==> config.mk <==
export PLATFORM = sky130hd
export DESIGN_NAME = midi_clock_tempo_estimator_core
export DESIGN_NICKNAME = d
export VERILOG_FILES = /design/src/rtl/mcte_pkg.sv /design/src/rtl/midi_clock_tempo_estimator_core.sv /design/src/rtl/mcte_ram.sv
export SDC_FILE = /design/constraint.sdc
export NUM_CORES = 2
export LEC_CHECK = 0
export BUFFER_PORTS_ARGS = -buffer_cell sky130_fd_sc_hd__buf_4
export CORE_UTILIZATION = 45
export CTS_BUF_LIST = sky130_fd_sc_hd__clkbuf_2 sky130_fd_sc_hd__clkbuf_4 sky130_fd_sc_hd__clkbuf_8
export CTS_CLUSTER_DIAMETER = 100
export DETAILED_ROUTE_END_ITERATION = 10
export PLACE_DENSITY = 0.62
export SLEW_MARGIN = 0
export SYNTH_ARGS = -nofsm -noshare
export SYNTH_HDL_FRONTEND = slang
export SYNTH_HIERARCHICAL = 1
export SYNTH_SLANG_ARGS = --single-unit
==> constraint.sdc <==
create_clock -name i_clk -period 18.25 [get_ports i_clk]
set_input_delay 3.65 -clock i_clk [delete_from_list [all_inputs] [get_ports i_clk]]
set_output_delay 3.65 -clock i_clk [all_outputs]
set_load 0.02 [all_outputs]
==> src/rtl/mcte_pkg.sv <==
// mcte_pkg: shared types and constants of the midi clock tempo estimator
// used by midi_clock_tempo_estimator_core and the testbench; no dependencies
`timescale 1ns / 1ps

package mcte_pkg;

    // ring geometry and tick resolution
    localparam int RING_DEPTH     = 32;
    localparam int TICKS_PER_BEAT = 24;

    // field widths fixed by the interface
    localparam int CMD_W    = 1;
    localparam int AMOUNT_W = 16;
    localparam int TEMPO_W  = 14;
    localparam int HELD_W   = 6;
    localparam int SR_W     = 17;
    localparam int STAMP_W  = 64;

    // derived widths
    localparam int ADDR_W  = $clog2(RING_DEPTH);
    localparam int CNT_W   = $clog2(RING_DEPTH + 1);
    localparam int SPAN_W  = SR_W + CNT_W;
    localparam int PROD_W  = SR_W + CNT_W;
    localparam int NUM_W   = PROD_W + 10;
    localparam int DEN_W   = SPAN_W + 7;
    localparam int Q_W     = TEMPO_W;
    localparam int CMP_W   = DEN_W + Q_W;
    localparam int DIV_W   = DEN_W + 1 + Q_W;
    localparam int QCNT_W  = $clog2(Q_W);

    // arithmetic constants
    localparam int MIN_HELD          = 7;
    localparam int MIN_TENTHS        = 200;
    localparam int MAX_TENTHS        = 9990;
    localparam int TENTHS_PER_MINUTE = 600;
    localparam int SR_RESET          = 48000;

    // command codes
    localparam logic [CMD_W-1:0] CMD_PULSE   = 1'b0;
    localparam logic [CMD_W-1:0] CMD_ADVANCE = 1'b1;

    typedef struct packed {
        logic [CMD_W-1:0]    cmd;
        logic [AMOUNT_W-1:0] sample_amount;
    } t_in_req;

    typedef struct packed {
        logic [TEMPO_W-1:0] tempo_tenths;
        logic [HELD_W-1:0]  held_ticks;
    } t_out_res;

endpackage

==> src/rtl/midi_clock_tempo_estimator_core.sv <==
// midi_clock_tempo_estimator_core: tempo estimate from midi clock pulses
// depends on mcte_pkg and mcte_ram (pulse stamp ring)
`timescale 1ns / 1ps

// usage
//   input channel: one request per valid/stall handshake; cmd selects a clock
//   pulse at sample_amount samples past the current position, or an advance
//   of the position by sample_amount samples
//   output channel: one result per request, carrying the current tempo in
//   tenths of bpm (0 when none) and the number of held pulse stamps
//   config: i_cfg_we/i_cfg_data write sample_rate; write only while idle
// handshake and state sequence
//   one request at a time; o_in_stall is high from acceptance until the
//   result is loaded into the output register
//   advance: S_ADV, then S_FIN; pulse with fewer than seven stamps held:
//   S_PUL, then S_FIN; other pulses: S_PUL, S_RD, S_MUL, S_CHK, the serial
//   divider in S_DIV (one quotient bit per cycle) when in range, then S_FIN
// reset
//   synchronous, active low; position, ring fill and tempo cleared,
//   sample_rate back to 48000; ring memory contents are not cleared
// stall
//   a finished result waits in the output register; while i_out_stall holds
//   it there the block stays in its finish state and takes no new request

module midi_clock_tempo_estimator_core (
    input  logic                      i_clk,
    input  logic                      i_rst_n,
    input  logic                      i_in_valid,
    output logic                      o_in_stall,
    input  mcte_pkg::t_in_req         i_in_data,
    output logic                      o_out_valid,
    input  logic                      i_out_stall,
    output mcte_pkg::t_out_res        o_out_data,
    input  logic                      i_cfg_we,
    input  logic [mcte_pkg::SR_W-1:0] i_cfg_data
);

    // state codes
    localparam logic [2:0] S_IDLE = 3'd0;
    localparam logic [2:0] S_PUL  = 3'd1;  // ring restart check, stamp write
    localparam logic [2:0] S_ADV  = 3'd2;  // timeout check
    localparam logic [2:0] S_RD   = 3'd3;  // oldest stamp arrives, span
    localparam logic [2:0] S_MUL  = 3'd4;  // numerator and denominator
    localparam logic [2:0] S_CHK  = 3'd5;  // tempo range check
    localparam logic [2:0] S_DIV  = 3'd6;  // serial rounding divide
    localparam logic [2:0] S_FIN  = 3'd7;  // load output register

    localparam int ADDR_W = mcte_pkg::ADDR_W;
    localparam int CNT_W  = mcte_pkg::CNT_W;
    localparam int DIV_W  = mcte_pkg::DIV_W;
    localparam int CMP_W  = mcte_pkg::CMP_W;
    localparam int Q_W    = mcte_pkg::Q_W;

    logic [2:0]                         r_state, n_state;
    logic [mcte_pkg::SR_W-1:0]          r_sr, n_sr;
    logic [mcte_pkg::STAMP_W-1:0]       r_pos, n_pos;
    logic [mcte_pkg::STAMP_W-1:0]       r_now, n_now;
    logic [mcte_pkg::STAMP_W-1:0]       r_last, n_last;     // copy of newest stamp
    logic [ADDR_W-1:0]                  r_wslot, n_wslot;
    logic [CNT_W-1:0]                   r_count, n_count;
    logic [mcte_pkg::TEMPO_W-1:0]       r_tempo, n_tempo;
    logic [mcte_pkg::SPAN_W-1:0]        r_span, n_span;
    logic [mcte_pkg::PROD_W-1:0]        r_prod, n_prod;
    logic [mcte_pkg::NUM_W-1:0]         r_num, n_num;
    logic [mcte_pkg::DEN_W-1:0]         r_den, n_den;
    logic [DIV_W-1:0]                   r_rem, n_rem;
    logic [DIV_W-1:0]                   r_dvs, n_dvs;
    logic [Q_W-1:0]                     r_q, n_q;
    logic [mcte_pkg::QCNT_W-1:0]        r_bit, n_bit;
    logic                               r_out_valid, n_out_valid;
    mcte_pkg::t_out_res                 r_out_data, n_out_data;

    // ring memory ports
    logic                               ram_we;
    logic [ADDR_W-1:0]                  ram_raddr;
    logic [mcte_pkg::STAMP_W-1:0]       ram_rdata;

    // combinational helpers
    logic                               in_take;
    logic                               restart;
    logic                               timeout;
    logic [CNT_W-1:0]                   cnt_base;
    logic [CNT_W-1:0]                   wnext;
    logic [CNT_W-1:0]                   rslot;
    logic [CMP_W-1:0]                   num_x;
    logic [CMP_W-1:0]                   lo_bound;
    logic [CMP_W-1:0]                   hi_bound;
    logic [DIV_W:0]                     trial;

    assign in_take = i_in_valid && (r_state == S_IDLE);

    // pulse: restart the ring when time does not move forward or the gap is over a second
    assign restart = (r_count != '0) &&
                     ((r_now <= r_last) ||
                      ((r_now - r_last) > mcte_pkg::STAMP_W'(r_sr)));

    // advance: clock counts as stopped after a second without pulses
    assign timeout = (r_count != '0) &&
                     ((r_pos - r_last) > mcte_pkg::STAMP_W'(r_sr));

    assign num_x    = CMP_W'(r_num);
    assign lo_bound = CMP_W'(r_den) * CMP_W'(mcte_pkg::MIN_TENTHS);
    assign hi_bound = CMP_W'(r_den) * CMP_W'(mcte_pkg::MAX_TENTHS);
    assign trial    = {1'b0, r_rem} - {1'b0, r_dvs};

    always_comb begin
        n_state     = r_state;
        n_sr        = r_sr;
        n_pos       = r_pos;
        n_now       = r_now;
        n_last      = r_last;
        n_wslot     = r_wslot;
        n_count     = r_count;
        n_tempo     = r_tempo;
        n_span      = r_span;
        n_prod      = r_prod;
        n_num       = r_num;
        n_den       = r_den;
        n_rem       = r_rem;
        n_dvs       = r_dvs;
        n_q         = r_q;
        n_bit       = r_bit;
        n_out_valid = r_out_valid;
        n_out_data  = r_out_data;
        ram_we      = 1'b0;
        cnt_base    = '0;
        wnext       = '0;
        rslot       = '0;

        if (r_out_valid && !i_out_stall) begin
            n_out_valid = 1'b0;
        end

        if (i_cfg_we) begin
            n_sr = i_cfg_data;
        end

        case (r_state)
            S_IDLE: begin
                if (in_take) begin
                    if (i_in_data.cmd == mcte_pkg::CMD_PULSE) begin
                        n_now   = r_pos + mcte_pkg::STAMP_W'(i_in_data.sample_amount);
                        n_state = S_PUL;
                    end else begin
                        n_pos   = r_pos + mcte_pkg::STAMP_W'(i_in_data.sample_amount);
                        n_state = S_ADV;
                    end
                end
            end
            S_PUL: begin
                cnt_base = restart ? '0 : r_count;
                n_count  = (cnt_base == CNT_W'(mcte_pkg::RING_DEPTH)) ?
                           cnt_base : cnt_base + CNT_W'(1);
                ram_we   = 1'b1;
                n_last   = r_now;
                n_wslot  = (r_wslot == ADDR_W'(mcte_pkg::RING_DEPTH - 1)) ?
                           '0 : r_wslot + ADDR_W'(1);
                // oldest held stamp sits n_count slots behind the next write slot
                wnext    = CNT_W'(n_wslot);
                if (wnext >= n_count) begin
                    rslot = wnext - n_count;
                end else begin
                    rslot = CNT_W'(mcte_pkg::RING_DEPTH) - (n_count - wnext);
                end
                n_state  = (n_count >= CNT_W'(mcte_pkg::MIN_HELD)) ? S_RD : S_FIN;
            end
            S_ADV: begin
                if (timeout) begin
                    n_count = '0;
                    n_tempo = '0;
                end
                n_state = S_FIN;
            end
            S_RD: begin
                // span stays below 2^SPAN_W, so the low bits are enough
                n_span  = r_now[mcte_pkg::SPAN_W-1:0] -
                          ram_rdata[mcte_pkg::SPAN_W-1:0];
                n_prod  = mcte_pkg::PROD_W'(r_sr) *
                          mcte_pkg::PROD_W'(r_count - CNT_W'(1));
                n_state = S_MUL;
            end
            S_MUL: begin
                n_num   = mcte_pkg::NUM_W'(r_prod) *
                          mcte_pkg::NUM_W'(mcte_pkg::TENTHS_PER_MINUTE);
                n_den   = mcte_pkg::DEN_W'(r_span) *
                          mcte_pkg::DEN_W'(mcte_pkg::TICKS_PER_BEAT);
                n_state = S_CHK;
            end
            S_CHK: begin
                if ((num_x < lo_bound) || (num_x > hi_bound)) begin
                    n_state = S_FIN;
                end else begin
                    // round half up: (2*num + den) / (2*den)
                    n_rem   = DIV_W'({r_num, 1'b0}) + DIV_W'(r_den);
                    n_dvs   = DIV_W'(r_den) << Q_W;
                    n_q     = '0;
                    n_bit   = mcte_pkg::QCNT_W'(Q_W - 1);
                    n_state = S_DIV;
                end
            end
            S_DIV: begin
                if (!trial[DIV_W]) begin
                    n_rem = trial[DIV_W-1:0];
                end
                n_q   = {r_q[Q_W-2:0], !trial[DIV_W]};
                n_dvs = r_dvs >> 1;
                if (r_bit == '0) begin
                    n_tempo = n_q;
                    n_state = S_FIN;
                end else begin
                    n_bit = r_bit - mcte_pkg::QCNT_W'(1);
                end
            end
            S_FIN: begin
                if (!r_out_valid || !i_out_stall) begin
                    n_out_valid             = 1'b1;
                    n_out_data.tempo_tenths = r_tempo;
                    n_out_data.held_ticks   = mcte_pkg::HELD_W'(r_count);
                    n_state                 = S_IDLE;
                end
            end
            default: begin
                n_state = S_IDLE;
            end
        endcase
    end

    assign ram_raddr = rslot[ADDR_W-1:0];

    always_ff @(posedge i_clk) begin
        if (!i_rst_n) begin
            r_state     <= S_IDLE;
            r_sr        <= mcte_pkg::SR_W'(mcte_pkg::SR_RESET);
            r_pos       <= '0;
            r_wslot     <= '0;
            r_count     <= '0;
            r_tempo     <= '0;
            r_out_valid <= 1'b0;
        end else begin
            r_state     <= n_state;
            r_sr        <= n_sr;
            r_pos       <= n_pos;
            r_wslot     <= n_wslot;
            r_count     <= n_count;
            r_tempo     <= n_tempo;
            r_out_valid <= n_out_valid;
        end
    end

    // datapath registers, no reset needed
    always_ff @(posedge i_clk) begin
        r_now      <= n_now;
        r_last     <= n_last;
        r_span     <= n_span;
        r_prod     <= n_prod;
        r_num      <= n_num;
        r_den      <= n_den;
        r_rem      <= n_rem;
        r_dvs      <= n_dvs;
        r_q        <= n_q;
        r_bit      <= n_bit;
        r_out_data <= n_out_data;
    end

    // pulse stamp ring
    mcte_ram #(
        .WIDTH (mcte_pkg::STAMP_W),
        .DEPTH (mcte_pkg::RING_DEPTH)
    ) u_ring (
        .i_clk   (i_clk),
        .i_we    (ram_we),
        .i_waddr (r_wslot),
        .i_wdata (r_now),
        .i_raddr (ram_raddr),
        .o_rdata (ram_rdata)
    );

    assign o_in_stall  = (r_state != S_IDLE);
    assign o_out_valid = r_out_valid;
    assign o_out_data  = r_out_data;

    // ring fill never exceeds the ring depth
    a_count_bound: assert property (@(posedge i_clk) disable iff (!i_rst_n)
        r_count <= CNT_W'(mcte_pkg::RING_DEPTH))
        else $error("pulse count beyond ring depth");

    // an accepted pulse always leaves at least one stamp held
    a_pulse_holds: assert property (@(posedge i_clk) disable iff (!i_rst_n)
        (in_take && (i_in_data.cmd == mcte_pkg::CMD_PULSE)) |=> ##1 (r_count != '0))
        else $error("pulse request left ring empty");

    // the divider only runs with enough stamps for an estimate
    a_div_held: assert property (@(posedge i_clk) disable iff (!i_rst_n)
        (r_state == S_DIV) |-> (r_count >= CNT_W'(mcte_pkg::MIN_HELD)))
        else $error("divide started with too few stamps");

    // tempo is either cleared or inside the accepted range
    a_tempo_range: assert property (@(posedge i_clk) disable iff (!i_rst_n)
        (r_tempo == '0) ||
        ((r_tempo >= mcte_pkg::TEMPO_W'(mcte_pkg::MIN_TENTHS)) &&
         (r_tempo <= mcte_pkg::TEMPO_W'(mcte_pkg::MAX_TENTHS))))
        else $error("tempo estimate out of range");

endmodule

==> src/rtl/mcte_ram.sv <==
// mcte_ram: generic single-clock ram, one write port, one registered read port
// no dependencies
`timescale 1ns / 1ps

module mcte_ram #(
    parameter int WIDTH = 64,
    parameter int DEPTH = 32
) (
    input  logic                     i_clk,
    input  logic                     i_we,
    input  logic [$clog2(DEPTH)-1:0] i_waddr,
    input  logic [WIDTH-1:0]         i_wdata,
    input  logic [$clog2(DEPTH)-1:0] i_raddr,
    output logic [WIDTH-1:0]         o_rdata
);

    logic [WIDTH-1:0] r_mem [DEPTH];
    logic [WIDTH-1:0] r_rdata;

    always_ff @(posedge i_clk) begin
        if (i_we) begin
            r_mem[i_waddr] <= i_wdata;
        end
        r_rdata <= r_mem[i_raddr];
    end

    assign o_rdata = r_rdata;

endmodule

==> PnR_summary.wiki <==
{| class="wikitable"
! Metric !! Value
|-
| Count of buffers from port buffering || 60
|-
| Synthesized area || between 0.07 and 0.08 mm^2
|-
| Measured slew at the worst slew-check pin || around 1.2 ns
|-
| DRC violation count after routing || 0
|-
| Total gr overflow || 0
|-
| Max Fclk || approximately 0.085 GHz
|-
| IO Count || between 60 and 70
|-
| Layout cells sized above 1 || 0.122
|-
| Average wire per cell in the routed design || 23.3 um
|-
| Post-Place Cells || around 9000
|-
| Total nets after synthesis || approximately 7600
|-
| Max Transition Viols Final || 0
|-
| HPWL after DPL || 149000 um
|-
| DRT Wirelength || approximately 210000 um
|-
| Max Fanout on Critical Path || between 100 and 150
|-
| Clock Sink Count || about 1200
|-
| Die outline height || about 420 um
|-
| Clk Latency, worst-skew pair || 0.99 ns
|-
| Wire length of the first global-routing pass || roughly 320000 um
|-
| Htree depth || 4
|-
| Path type of the worst setup path || flop to flop
|-
| Post-CTS Setup Bufs || 0
|-
| Initial antenna violation count || 6
|-
| Root buffer cell || clkbuf_8
|-
| Routed vias || between 50000 and 60000
|-
| Number of standard cells in the layout, taps in and fillers out || about 9000
|-
| FF-to-FF Start || r_now[0]
|-
| Number of global-route vias before repair || between 50000 and 60000
|-
| Antenna violation net count after detailed routing || 0
|-
| Number of detailed-routing iterations run before antenna repair || 5
|-
| Setup crit end kind || flop
|-
| YS warnings || 6
|-
| CP Capture Point || u_ring/o_rdata[8]
|-
| Crit-path max cell delay || about 0.94 ns
|-
| Busiest metal layer after global routing || met2
|-
| Row cnt || between 150 and 200
|-
| Grt met3 use || 0.0410
|-
| Initial standard-cell utilization of the core || 0.454
|-
| Worst clock skew || 0.0595 ns
|-
| Worst-path cell with the longest stage delay || buf_4
|-
| Deepest clock path buffer count || 3
|-
| Final hold violation count || 0
|-
| Maximum number of pins on one net before global-route repair || 148
|-
| Outcome || completed
|-
| Die footprint || between 0.15 and 0.2 mm^2
|-
| Class of the worst hold path || flop to flop
|-
| Critical Path Start || r_now[0]
|-
| Register-to-Register Path Depth || 36
|-
| Final clock period utilization by the worst path || 0.646
|-
| GR Util met2 || 0.390
|-
| TritonCTS clock tree || yes
|-
| CP Data Required Time || approximately 19 ns
|-
| R2r setup slk || roughly 6.5 ns
|-
| Final setup violation count || 0
|-
| Post-Synthesis Cells || between 6000 and 7000
|-
| Hold buffer count at CTS || 0
|-
| Max-cap violations || 0
|-
| Die X-Extent || between 400 and 500 um
|-
| Post-cts sizing count || 0
|-
| Avg Cell Area, Syn || about 11 um^2
|-
| Arrival time of data at the critical path endpoint || ~13 ns
|-
| Area of the core region || around 0.17 mm^2
|-
| Slew headroom || 0.169
|-
| CP Launch Type || flop
|-
| Average vias per placed instance || roughly 6
|-
| DR iter-0 viols || roughly 5200
|-
| TritonCTS Buffers || roughly 200
|-
| Clock-pin slew reported for the worst setup and hold paths after clock tree synthesis || ~0.06 ns
|-
| Synth-to-layout area growth || 9.75%
|-
| Accumulated negative setup slack || 0 ns
|-
| Weighted congestion reported at the end of routability-driven placement || 0.951
|-
| Capturing point of the worst reg2reg path || u_ring/o_rdata[8]
|-
| RSZ-0062 raised after global routing || no
|-
| Shortest clock period the worst path allows after layout || roughly 12 ns
|-
| Routing usage on met1 || 0.347
|-
| Final-stage net count || roughly 7700
|-
| Global routing usage summed across all routing layers || 0.247
|}
==> metal layers <==
| layer | vias to the layer above | wire length [um] |
|---|---|---|
| met4 | 2 | 6280 |
| met5 | - | 13 |
| li1 | 24700 | - |
| met1 | 26900 | 94500 |
| met2 | 1992 | 98400 |
| met3 | 354 | 15600 |
==> cell type report <==
class,instances,area (um^2)
Antenna cell,4,10.0
Clock buffer,286,3530
Clock inverter,98,937
Fill cell,14900,85200
Inverter,698,2620
Multi-Input combinational cell,4524,38300
Sequential cell,1222,35400
Tap cell,2218,2780
Timing Repair Buffer,146,1120
==> state kept, by name, indices dropped and copies added (netlist names), 20 cells and up <==
name / flops
o_out_data: 20
r_den: 25
r_dvs: 42
r_last: 64
r_now: 64
r_num: 30
r_pos: 64
r_prod: 23
r_rem: 45
r_span: 23
u_ring/o_rdata: 23
u_ring/r_mem: 736
==> critical path: cells and delay by family, from the launching register on <==
family / cells / cell delay, ns
xor+xnor: 2 / 0.29
fa+ha+maj: 5 / 1.47
compound gates: 6 / 1.27
simple gates: 15 / 4.29
mux: 3 / 1.35
flops: 1 / 0.77
buf+inv: 5 / 2.07
==> metrics by stage <==
stage                     area, um^2  setup WS (ns)  hold WS, ns   util
after floorplan                77100           9.08        0.406      -
after global placement         80200           6.65        0.421  0.472
after detailed placement       80200           6.36        0.423  0.472
after CTS                      84600           6.31        0.421  0.498
after global routing           84700           5.57        0.427  0.498
final                          84700           6.46        0.426  0.498
==> cell usage in the layout, fill, tap and decap left out, types with 19 or more instances in the layout <==
cell,count
nand3_1,134
o21a_1,57
a21oi_1,385
nor3_1,120
clkbuf_8,221
a31oi_1,27
or2_2,24
nor2_4,37
nand4_1,94
and4_1,19
mux4_2,214
ha_1,658
clkbuf_4,65
xnor2_1,210
a21o_1,121
o21ai_0,247
clkinv_1,35
xor2_1,145
o31ai_1,31
nor4_1,30
nor2b_1,73
or3_1,37
o21bai_1,34
nand2b_1,70
dfxtp_1,133
inv_1,696
nand2_1,440
mux2i_1,47
and2_1,54
clkinv_2,34
fa_1,220
buf_4,144
and3_1,61
o211ai_1,49
mux2_2,36
edfxtp_1,1089
a211oi_1,57
nor2_1,466
==> worst min path at each step <==
stage / slack, ns / start / cells past startpoint / end
4_1_cts: 0.42 / r_tempo[2] / 0 / o_out_data[8]
5_1_grt: 0.43 / r_tempo[2] / 0 / o_out_data[8]
3_5_place_dp: 0.42 / r_tempo[5] / 0 / o_out_data[11]
3_3_place_gp: 0.42 / r_tempo[10] / 0 / o_out_data[16]
6_report: 0.43 / r_tempo[2] / 0 / o_out_data[8]
2_1_floorplan: 0.41 / r_count[2] / 0 / o_out_data[2]
Power is left out: the tool's default activity adds up to more than one toggle a clock period on the data nets, which glitch-free logic cannot reach.
